===== src/design/shortest_remaining_time_scheduler_unit_macros.svh =====
// Assertion macros shared by the scheduler RTL.
// Included by srts_dp, the module that checks its own logic; depends on nothing.
`ifndef SHORTEST_REMAINING_TIME_SCHEDULER_UNIT_MACROS_SVH
`define SHORTEST_REMAINING_TIME_SCHEDULER_UNIT_MACROS_SVH

// Same-cycle implication, disabled during reset
`define SRTS_ASSERT_NOW(label, clk, rst, ante, cons, msg) \
   label: assert property (@(posedge clk) disable iff (rst) (ante) |-> (cons)) \
      else $error(msg);

// Next-cycle implication, disabled during reset
`define SRTS_ASSERT_NEXT(label, clk, rst, ante, cons, msg) \
   label: assert property (@(posedge clk) disable iff (rst) (ante) |=> (cons)) \
      else $error(msg);

`endif


===== src/design/srts_pkg.sv =====
// Shared constants and controller/datapath interface types for the scheduler.
// Depends on nothing; imported by every module of the block.
`timescale 1ns / 1ps
`default_nettype none

package srts_pkg;

   localparam int MAX_JOBS    = 16;
   localparam int IDX_W       = (MAX_JOBS > 1) ? $clog2(MAX_JOBS) : 1;
   localparam int CNT_W       = $clog2(MAX_JOBS + 1);
   localparam int TIME_W      = 16;
   localparam int TICK_W      = 24;
   localparam int TOTAL_W     = 30;
   localparam int JOB_INDEX_W = 6;

   localparam logic [TICK_W-1:0]  TICK_MAX  = {TICK_W{1'b1}};
   localparam logic [TOTAL_W-1:0] TOTAL_MAX = {TOTAL_W{1'b1}};

   localparam int REQ_TDATA_W = 2 * TIME_W;
   localparam int RSP_FIELD_W = JOB_INDEX_W + 3 * TICK_W + 2 * TOTAL_W;
   localparam int RSP_TDATA_W = ((RSP_FIELD_W + 7) / 8) * 8;

   // Commands from controller to datapath
   typedef struct packed {
      logic load;        // store the accepted job
      logic scan_start;  // clear the scan registers and index
      logic scan;        // examine one job table entry
      logic step;        // apply the scan result to time and the table
      logic emit_start;  // clear the output index and totals
      logic emit;        // load one result into the output register
   } ctrl_cmd_type;

   // Status from datapath to controller
   typedef struct packed {
      logic all_done;    // every stored job has finished
      logic scan_last;   // the scan index sits on the last stored job
      logic emit_last;   // the output index sits on the last stored job
      logic out_free;    // the output register can take a result
   } dp_status_type;

endpackage

`default_nettype wire


===== src/design/shortest_remaining_time_scheduler_unit.sv =====
// Top level of the shortest-remaining-time-first scheduler: ports and tdata packing.
// Depends on srts_pkg, srts_ctrl and srts_dp.
//
//   Channel  Direction  Handshake             Payload
//   req      in         req_tvalid/tready     tdata: arrival, burst; tlast: last job
//   rsp      out        rsp_tvalid/tready     tdata: per-job times, totals; tlast: last
//
// Loading takes one job per cycle. After the last job the scheduler runs a
// scan/step loop: each scheduling event scans every stored job and then steps,
// with at most 2 * job_count events. Results then leave at one per cycle while
// rsp is not stalled. Reset is synchronous and needs no clearing pass. A stalled
// rsp holds its result; the next job set may load while the final result waits.
`timescale 1ns / 1ps
`default_nettype none

module shortest_remaining_time_scheduler_unit (
   input  wire logic                             clock,
   input  wire logic                             reset,
   // arrival_time [15:0], burst_length [31:16]
   input  wire logic [srts_pkg::REQ_TDATA_W-1:0] req_tdata,
   input  wire logic                             req_tlast,
   input  wire logic                             req_tvalid,
   output logic                                  req_tready,
   // job_index [5:0], completion_time [29:6], turnaround_time [53:30],
   // waiting_time [77:54], total_turnaround [107:78], total_waiting [137:108],
   // zero fill above
   output logic [srts_pkg::RSP_TDATA_W-1:0]      rsp_tdata,
   output logic                                  rsp_tlast,
   output logic                                  rsp_tvalid,
   input  wire logic                             rsp_tready
);
   import srts_pkg::*;

   ctrl_cmd_type  cmd;
   dp_status_type status;

   logic [JOB_INDEX_W-1:0] job_index;
   logic [TICK_W-1:0]      completion_time, turnaround_time, waiting_time;
   logic [TOTAL_W-1:0]     total_turnaround, total_waiting;

   srts_ctrl u_ctrl (
      .clock      (clock),
      .reset      (reset),
      .req_tvalid (req_tvalid),
      .req_tlast  (req_tlast),
      .req_tready (req_tready),
      .status     (status),
      .cmd        (cmd)
   );

   srts_dp u_dp (
      .clock            (clock),
      .reset            (reset),
      .cmd              (cmd),
      .status           (status),
      .arrival_time     (req_tdata[TIME_W-1:0]),
      .burst_length     (req_tdata[2*TIME_W-1:TIME_W]),
      .rsp_valid        (rsp_tvalid),
      .rsp_ready        (rsp_tready),
      .job_index        (job_index),
      .completion_time  (completion_time),
      .turnaround_time  (turnaround_time),
      .waiting_time     (waiting_time),
      .total_turnaround (total_turnaround),
      .total_waiting    (total_waiting),
      .last_result      (rsp_tlast)
   );

   // Pack result fields, lowest field first
   assign rsp_tdata = RSP_TDATA_W'({total_waiting, total_turnaround, waiting_time,
                                    turnaround_time, completion_time, job_index});

endmodule

`default_nettype wire


===== src/design/srts_ctrl.sv =====
// Sequencer for the scheduler: load, scan/step loop, result emission.
// Depends on srts_pkg; drives the datapath srts_dp through command/status structs.
`timescale 1ns / 1ps
`default_nettype none

module srts_ctrl (
   input  wire logic                   clock,
   input  wire logic                   reset,
   input  wire logic                   req_tvalid,
   input  wire logic                   req_tlast,
   output logic                        req_tready,
   input  wire srts_pkg::dp_status_type status,
   output srts_pkg::ctrl_cmd_type      cmd
);
   import srts_pkg::*;

   typedef enum logic [2:0] {
      ST_LOAD,
      ST_CHECK,
      ST_SCAN,
      ST_STEP,
      ST_EMIT
   } state_type;

   state_type state_ff, state_in;

   // Decode commands and next state
   always_comb begin
      cmd        = '0;
      state_in   = state_ff;
      req_tready = 1'b0;
      case (state_ff)
         ST_LOAD: begin
            req_tready = 1'b1;
            cmd.load   = req_tvalid;
            if (req_tvalid && req_tlast) begin
               state_in = ST_CHECK;
            end
         end
         ST_CHECK: begin
            if (status.all_done) begin
               cmd.emit_start = 1'b1;
               state_in       = ST_EMIT;
            end else begin
               cmd.scan_start = 1'b1;
               state_in       = ST_SCAN;
            end
         end
         ST_SCAN: begin
            cmd.scan = 1'b1;
            if (status.scan_last) begin
               state_in = ST_STEP;
            end
         end
         ST_STEP: begin
            cmd.step = 1'b1;
            state_in = ST_CHECK;
         end
         ST_EMIT: begin
            cmd.emit = status.out_free;
            if (status.out_free && status.emit_last) begin
               state_in = ST_LOAD;
            end
         end
         default: begin
            state_in = ST_LOAD;
         end
      endcase
   end

   // Hold state
   always_ff @(posedge clock) begin
      if (reset) begin
         state_ff <= ST_LOAD;
      end else begin
         state_ff <= state_in;
      end
   end

endmodule

`default_nettype wire


===== src/design/srts_dp.sv =====
// Datapath of the scheduler: job table, scan unit, time step and result register.
// Depends on srts_pkg and the assertion macros; sequenced by srts_ctrl.
`timescale 1ns / 1ps
`default_nettype none

`include "shortest_remaining_time_scheduler_unit_macros.svh"

module srts_dp (
   input  wire logic                              clock,
   input  wire logic                              reset,
   input  wire srts_pkg::ctrl_cmd_type            cmd,
   output srts_pkg::dp_status_type                status,
   input  wire logic [srts_pkg::TIME_W-1:0]       arrival_time,
   input  wire logic [srts_pkg::TIME_W-1:0]       burst_length,
   output logic                                   rsp_valid,
   input  wire logic                              rsp_ready,
   output logic [srts_pkg::JOB_INDEX_W-1:0]       job_index,
   output logic [srts_pkg::TICK_W-1:0]            completion_time,
   output logic [srts_pkg::TICK_W-1:0]            turnaround_time,
   output logic [srts_pkg::TICK_W-1:0]            waiting_time,
   output logic [srts_pkg::TOTAL_W-1:0]           total_turnaround,
   output logic [srts_pkg::TOTAL_W-1:0]           total_waiting,
   output logic                                   last_result
);
   import srts_pkg::*;

   // Job table
   logic [TIME_W-1:0] arr_mem [MAX_JOBS];
   logic [TIME_W-1:0] bur_mem [MAX_JOBS];
   logic [TIME_W-1:0] rem_mem [MAX_JOBS];
   logic [TICK_W-1:0] cmp_mem [MAX_JOBS];

   // Counters and time
   logic [CNT_W-1:0]  job_cnt_ff, job_cnt_in;
   logic [CNT_W-1:0]  fin_cnt_ff, fin_cnt_in;
   logic [TICK_W-1:0] tick_ff, tick_in;
   logic [IDX_W-1:0]  idx_ff, idx_in;

   // Scan results
   logic              best_found_ff, best_found_in;
   logic [IDX_W-1:0]  best_idx_ff, best_idx_in;
   logic [TIME_W-1:0] best_rem_ff, best_rem_in;
   logic              next_found_ff, next_found_in;
   logic [TIME_W-1:0] next_arr_ff, next_arr_in;

   // Running totals and output register
   logic [TOTAL_W-1:0]     tot_tat_ff, tot_tat_in;
   logic [TOTAL_W-1:0]     tot_wt_ff, tot_wt_in;
   logic                   rsp_valid_ff, rsp_valid_in;
   logic [JOB_INDEX_W-1:0] job_index_ff;
   logic [TICK_W-1:0]      completion_ff, turnaround_ff, waiting_ff;
   logic [TOTAL_W-1:0]     total_tat_ff, total_wt_ff;
   logic                   last_ff;

   logic [CNT_W-1:0]  idx_plus_one;
   logic              table_full;
   logic [IDX_W-1:0]  load_idx;

   logic [TIME_W-1:0] e_rem, e_arr;
   logic              e_arrived, take_best, take_next;

   logic [TICK_W-1:0] gap;
   logic [TIME_W-1:0] run;
   logic [TICK_W:0]   run_sum;
   logic [TICK_W-1:0] run_tick;
   logic [TIME_W-1:0] new_rem;

   logic [TICK_W-1:0]  o_ct, o_arr, o_bur, o_tat, o_wt;
   logic [TOTAL_W:0]   tat_sum, wt_sum;
   logic [TOTAL_W-1:0] tat_sat, wt_sat;

   assign idx_plus_one = CNT_W'(idx_ff) + CNT_W'(1);
   assign table_full   = (job_cnt_ff >= CNT_W'(MAX_JOBS));
   assign load_idx     = job_cnt_ff[IDX_W-1:0];

   // Examine one table entry against the current tick
   assign e_rem     = rem_mem[idx_ff];
   assign e_arr     = arr_mem[idx_ff];
   assign e_arrived = (TICK_W'(e_arr) <= tick_ff);
   assign take_best = (e_rem != '0) && e_arrived && (!best_found_ff || (e_rem < best_rem_ff));
   assign take_next = (e_rem != '0) && !e_arrived &&
                      (!next_found_ff || (e_arr < next_arr_ff));

   // Run the chosen job until it finishes or the next arrival, saturate time
   assign gap      = TICK_W'(next_arr_ff) - tick_ff;
   assign run      = (next_found_ff && (gap < TICK_W'(best_rem_ff))) ?
                     gap[TIME_W-1:0] : best_rem_ff;
   assign run_sum  = {1'b0, tick_ff} + (TICK_W+1)'(run);
   assign run_tick = run_sum[TICK_W] ? TICK_MAX : run_sum[TICK_W-1:0];
   assign new_rem  = best_rem_ff - run;

   // Form one result, floor the differences, saturate the totals
   assign o_ct    = cmp_mem[idx_ff];
   assign o_arr   = TICK_W'(arr_mem[idx_ff]);
   assign o_bur   = TICK_W'(bur_mem[idx_ff]);
   assign o_tat   = (o_ct >= o_arr) ? (o_ct - o_arr) : '0;
   assign o_wt    = (o_tat >= o_bur) ? (o_tat - o_bur) : '0;
   assign tat_sum = (TOTAL_W+1)'(tot_tat_ff) + (TOTAL_W+1)'(o_tat);
   assign wt_sum  = (TOTAL_W+1)'(tot_wt_ff) + (TOTAL_W+1)'(o_wt);
   assign tat_sat = tat_sum[TOTAL_W] ? TOTAL_MAX : tat_sum[TOTAL_W-1:0];
   assign wt_sat  = wt_sum[TOTAL_W] ? TOTAL_MAX : wt_sum[TOTAL_W-1:0];

   assign status.all_done  = (fin_cnt_ff == job_cnt_ff);
   assign status.scan_last = (idx_plus_one == job_cnt_ff);
   assign status.emit_last = (idx_plus_one == job_cnt_ff);
   assign status.out_free  = !rsp_valid_ff || rsp_ready;

   // Next values of counters, scan registers and totals
   always_comb begin
      job_cnt_in    = job_cnt_ff;
      fin_cnt_in    = fin_cnt_ff;
      tick_in       = tick_ff;
      idx_in        = idx_ff;
      best_found_in = best_found_ff;
      best_idx_in   = best_idx_ff;
      best_rem_in   = best_rem_ff;
      next_found_in = next_found_ff;
      next_arr_in   = next_arr_ff;
      tot_tat_in    = tot_tat_ff;
      tot_wt_in     = tot_wt_ff;
      rsp_valid_in  = rsp_valid_ff && !rsp_ready;

      if (cmd.load && !table_full) begin
         job_cnt_in = job_cnt_ff + CNT_W'(1);
         if (burst_length == '0) begin
            fin_cnt_in = fin_cnt_ff + CNT_W'(1);
         end
      end

      if (cmd.scan_start || cmd.emit_start) begin
         idx_in        = '0;
         best_found_in = 1'b0;
         next_found_in = 1'b0;
         tot_tat_in    = '0;
         tot_wt_in     = '0;
      end

      if (cmd.scan) begin
         idx_in = idx_ff + IDX_W'(1);
         if (take_best) begin
            best_found_in = 1'b1;
            best_idx_in   = idx_ff;
            best_rem_in   = e_rem;
         end
         if (take_next) begin
            next_found_in = 1'b1;
            next_arr_in   = e_arr;
         end
      end

      if (cmd.step) begin
         if (best_found_ff) begin
            tick_in = run_tick;
            if (new_rem == '0) begin
               fin_cnt_in = fin_cnt_ff + CNT_W'(1);
            end
         end else begin
            tick_in = TICK_W'(next_arr_ff);
         end
      end

      if (cmd.emit) begin
         idx_in       = idx_ff + IDX_W'(1);
         tot_tat_in   = tat_sat;
         tot_wt_in    = wt_sat;
         rsp_valid_in = 1'b1;
         // return to empty after the final result
         if (status.emit_last) begin
            job_cnt_in = '0;
            fin_cnt_in = '0;
            tick_in    = '0;
         end
      end
   end

   // Control registers
   always_ff @(posedge clock) begin
      if (reset) begin
         job_cnt_ff    <= '0;
         fin_cnt_ff    <= '0;
         tick_ff       <= '0;
         idx_ff        <= '0;
         best_found_ff <= 1'b0;
         next_found_ff <= 1'b0;
         tot_tat_ff    <= '0;
         tot_wt_ff     <= '0;
         rsp_valid_ff  <= 1'b0;
      end else begin
         job_cnt_ff    <= job_cnt_in;
         fin_cnt_ff    <= fin_cnt_in;
         tick_ff       <= tick_in;
         idx_ff        <= idx_in;
         best_found_ff <= best_found_in;
         next_found_ff <= next_found_in;
         tot_tat_ff    <= tot_tat_in;
         tot_wt_ff     <= tot_wt_in;
         rsp_valid_ff  <= rsp_valid_in;
      end
   end

   // Payload registers
   always_ff @(posedge clock) begin
      best_idx_ff <= best_idx_in;
      best_rem_ff <= best_rem_in;
      next_arr_ff <= next_arr_in;
      if (cmd.emit) begin
         job_index_ff  <= JOB_INDEX_W'(idx_ff);
         completion_ff <= o_ct;
         turnaround_ff <= o_tat;
         waiting_ff    <= o_wt;
         total_tat_ff  <= status.emit_last ? tat_sat : '0;
         total_wt_ff   <= status.emit_last ? wt_sat : '0;
         last_ff       <= status.emit_last;
      end
   end

   // Write the job table: load a job, or retire service time
   always_ff @(posedge clock) begin
      if (cmd.load && !table_full) begin
         arr_mem[load_idx] <= arrival_time;
         bur_mem[load_idx] <= burst_length;
         rem_mem[load_idx] <= burst_length;
         if (burst_length == '0) begin
            cmp_mem[load_idx] <= TICK_W'(arrival_time);
         end
      end else if (cmd.step && best_found_ff) begin
         rem_mem[best_idx_ff] <= new_rem;
         if (new_rem == '0) begin
            cmp_mem[best_idx_ff] <= run_tick;
         end
      end
   end

   assign rsp_valid        = rsp_valid_ff;
   assign job_index        = job_index_ff;
   assign completion_time  = completion_ff;
   assign turnaround_time  = turnaround_ff;
   assign waiting_time     = waiting_ff;
   assign total_turnaround = total_tat_ff;
   assign total_waiting    = total_wt_ff;
   assign last_result      = last_ff;

   `SRTS_ASSERT_NOW(a_fin_le_jobs, clock, reset, 1'b1, fin_cnt_ff <= job_cnt_ff, "finished count above job count")
   `SRTS_ASSERT_NOW(a_jobs_bounded, clock, reset, 1'b1, job_cnt_ff <= CNT_W'(MAX_JOBS), "job count above table size")
   `SRTS_ASSERT_NOW(a_idle_has_arrival, clock, reset, cmd.step && !best_found_ff, next_found_ff, "idle step without a pending arrival")
   `SRTS_ASSERT_NEXT(a_emit_shows, clock, reset, cmd.emit, rsp_valid_ff, "emitted result not presented")

endmodule

`default_nettype wire

===== config.mk =====
export PLATFORM = sky130hd
export DESIGN_NAME = shortest_remaining_time_scheduler_unit
export DESIGN_NICKNAME = d
export VERILOG_FILES = /design/src/design/srts_pkg.sv /design/src/design/shortest_remaining_time_scheduler_unit.sv /design/src/design/srts_ctrl.sv /design/src/design/srts_dp.sv
export VERILOG_INCLUDE_DIRS = /design/src /design/src/design
export SDC_FILE = /design/constraint.sdc
export NUM_CORES = 2
export LEC_CHECK = 0
export BUFFER_PORTS_ARGS = -buffer_cell sky130_fd_sc_hd__clkbuf_2
export CORE_MARGIN = 4
export CORE_UTILIZATION = 55
export CTS_CLUSTER_DIAMETER = 30
export DETAILED_ROUTE_END_ITERATION = 16
export PLACE_DENSITY = 0.72
export SLEW_MARGIN = 20
export SYNTH_ARGS = -nofsm -noshare
export SYNTH_HDL_FRONTEND = slang
export SYNTH_SLANG_ARGS = --single-unit

===== constraint.sdc =====
create_clock -name clock -period 15.1 [get_ports clock]
set_clock_uncertainty 0.05 [all_clocks]
set_input_delay 1.51 -clock clock [delete_from_list [all_inputs] [get_ports clock]]
set_output_delay 1.51 -clock clock [all_outputs]
set_load 0.1 [all_outputs]

==> results.md <==
* Slew margin rel. at 23.8%
* Die height at 348 µm
* HP Start: u_dp.tot_tat_ff[5]
* Hold crit path type: register to register
* Pwr/cell area at 160 mW/mm²
* Worst slew pin tran at 1.14 ns
* Hold depth at 2
* Rows at 124
* Total number of vias at 38.9k
* Total power at 12.2 mW
* Netlist Area Pre-Place at 0.0636 mm²
* Hold Fails Final Rpt at 0
* RSZ-0062 raised after global routing: no
* GR Overflow Total at 0
* PortBufs at 175
* Commonest non-fill, non-tap cell in the layout: edfxtp_1
* H-tree lvl count at 5
* Logic gate share of total power at 13.1%
* Post CTS Setup Buffer Count at 0
* Post-layout util at 66.4%
* Grt met3 use at 7.24%
* Synth unique cells at 96
* Setup TNS at 0 ns
* Max Slew Vio Count at 0
* Vias in the first global route at 39.3k
* RR Endpoint: u_dp.tot_wt_ff[27]
* Final net count at 4576
* WL/cell at 28.9 µm
* Top_reg_cell synth: edfxtp_1
* CTS tree: done
* Switching Share at 25.5%
* Global-route met2 utilization at 46.7%
* Syn. warnings at 0
* EDFF count, synth at 1325
* Clock Tree Buf Depth at 4
* Worst path most repeated cell: a21oi_1
* Hold_buf cts at 0
* Reg2reg setup slack at 3.00 ns
* Clock Sinks at 1433
* Worst stage delay on the critical path at 0.93 ns
* Status: completed
* Clock Latency Late Sink at 0.90 ns
* Post-route clock period utilization at 80.1%
* DRT iter0 DRCs at 4199
* Routed Antenna Nets at 0
* DP Wirelength at 102000 µm
* TritonRoute pass-1 iters at 6
* Synthesized netlist cell count at 3961
* Clk root buf: clkbuf_16
* Core area at 0.115 mm²
* Reg clk slew, reported paths at 0.05 ns
* Share of cells above drive strength 1 at 25.7%
* Die area at 0.121 mm²
* Crit path kind: register to register
* Most frequent cells in the layout: edfxtp_1, mux4_2, clkbuf_16, nor2_1, a21oi_1
* Initial core utilization at 55.5%
* Final WL at 175000 µm
* Ys async rst share at 0%
* Max FO, Critical Path at 104
* Sw Pwr at 3.10 mW
* PostCTS Resize Cnt at 0
* CTS Buf Count at 282
* R2R cell count at 36
* Internal power at 9.08 mW
* Yosys reg bits at 1433
* Initial antenna violation count at 7
* GR peak layer: met2
* Maximum VDD drop at 0.000116 V
* Final setup vio count at 0
* Worst setup EP type: register
* Die W at 348 µm
* Part of the Yosys area used for sequential elements at 66.0%
* Crit-path slowest cell: and4_1
* GR Util met1 at 37.5%
* Hold path endpoint: u_dp.tot_tat_ff[5]
* Fillers at 7612
* Clock share of power at 50.3%
* Final worst slack at 3.00 ns
* DRC errors left at 0
* Io pins at 184
* Global-route wire length before repair at 256000 µm
* Layout area overhead at 19.6%
* Min cycle time layout at 12.10 ns
* Via density at 6.41
* Worst Path Required at 15.76 ns
* F_max at 0.0826 GHz
* Worst Path Arrival at 12.76 ns
* Flop pwr share at 36.6%
* Avg Inst Size Synth at 16.0 µm²
* Hold_ws at 0.410 ns
* Maxcap violations at 0
* Setup crit start kind: register
* Leakage power at 26.1 nW
* Largest net degree at the start of global routing at 105
* Dpl ws at 3.24 ns
* Global Route Usage Sum at 29.0%
* RePlAce Congestion at 0.939
-- cell usage after synthesis (all sizes together) (11+ instances only) --
master	number	area [µm²]
o31ai	18	140
a21oi	188	948
nand4	30	194
and2	22	138
nor2	302	1140
buf	55	302
xnor2	90	788
nor2b	32	200
o21ai	155	776
mux4	349	7860
o211ai	11	82.6
dfxtp	108	2160
xor2	43	377
or2	11	68.8
inv	136	510
nor4	20	125
a311oi	13	126
and3	26	163
ha	185	2310
o21bai	17	131
mux2	22	248
a32o	13	130
o21a	34	255
a21o	70	526
mux2i	13	130
nor3	51	267
a22oi	20	150
nand3	68	340
nand2	158	596
nand2b	26	163
a211oi	37	283
clkbuf	130	488
edfxtp	1325	39800
a31oi	26	178
-- critical path, delay by kind of cell, from the launching register on --
family / cells / cell delay (ns)
multiplexers: 2 / 0.95
buffers and inverters: 2 / 0.70
adder cells (fa/ha/maj): 3 / 1.08
AO/OA/AOI/OAI: 22 / 5.40
flip-flops: 1 / 0.79
AND/OR/NAND/NOR: 7 / 2.75
-- sequential cells by signal, indices dropped and copies added (netlist names), 3 cells and up, named ones only --
register	cells
u_dp.completion_time	24
u_dp.best_rem_ff	16
u_dp.cmp_mem	384
u_dp.rem_mem	256
u_ctrl.state_ff	3
u_dp.best_idx_ff	4
u_dp.arr_mem	256
u_dp.waiting_time	24
u_dp.total_turnaround	30
u_dp.turnaround_time	24
u_dp.idx_ff	4
u_dp.job_index	4
u_dp.bur_mem	256
u_dp.tot_tat_ff	30
u_dp.tot_wt_ff	30
u_dp.fin_cnt_ff	5
u_dp.job_cnt_ff	5
u_dp.tick_ff	24
u_dp.next_arr_ff	16
u_dp.total_waiting	30
-- metrics by stage --
step,instances,instance area [µm²]
after floorplan,3968,63600
after CTS,6065,75900
after global placement,5576,66600
final,6072,76000
after detailed placement,5576,66600
after global routing,6067,76000
-- routing by layer --
layer | share of wire, % | wire, µm | vias to the layer above
met3 | 10 | 18200 | 464
met4 | 4.8 | 8410 | 2
met5 | 0.011 | 19 | -
met2 | 48 | 84200 | 2295
met1 | 37 | 64600 | 19512
li1 | - | - | 16647
-- power by group through the flow --
stage,combinational (mW),sequential [mW],clock [mW]
2_1_floorplan,1.06,4.55,0
6_report,1.59,4.46,6.13
3_5_place_dp,1.55,4.54,0
3_3_place_gp,1.54,4.53,0
5_1_grt,1.71,4.46,6.40
4_1_cts,1.57,4.46,6.19
-- layout make-up --
type | instances | area (µm²) | area share, %
tap | 1512 | 1890 | 2.49
clock inverter | 176 | 1980 | 2.61
antenna | 7 | 17.5 | 0.0231
multi-input combinational | 2212 | 20500 | 27.0
inverter | 138 | 523 | 0.688
timing repair buffer | 281 | 1710 | 2.25
sequential | 1433 | 42000 | 55.2
clock buffer | 313 | 7350 | 9.68
-- how the worst max path moves through the flow --
stage	startpoint	to	slack, ns	depth (start not counted)
after detailed placement	register	u_dp.total_waiting[25]	3.24	36
after global placement	register	u_dp.total_waiting[25]	3.53	36
after global routing	register	u_dp.tot_wt_ff[27]	2.03	36
after CTS	register	u_dp.total_waiting[25]	3.17	36
final	register	u_dp.tot_wt_ff[27]	3.00	36
after floorplan	register	u_dp.total_waiting[25]	3.21	50
-- cell families after synthesis --
logic type      after synthesis  synth area share [%]
flops                      1433                  66.0
fa+ha+maj                   199                  3.96
buf+inv                     323                  2.06
other cells                   1               0.00590
xor+xnor                    133                  1.83
mux                         384                  13.0
compound gates              701                  7.30
simple gates                787                  5.87
No activity file was read; power rests on OpenSTA's default activity.
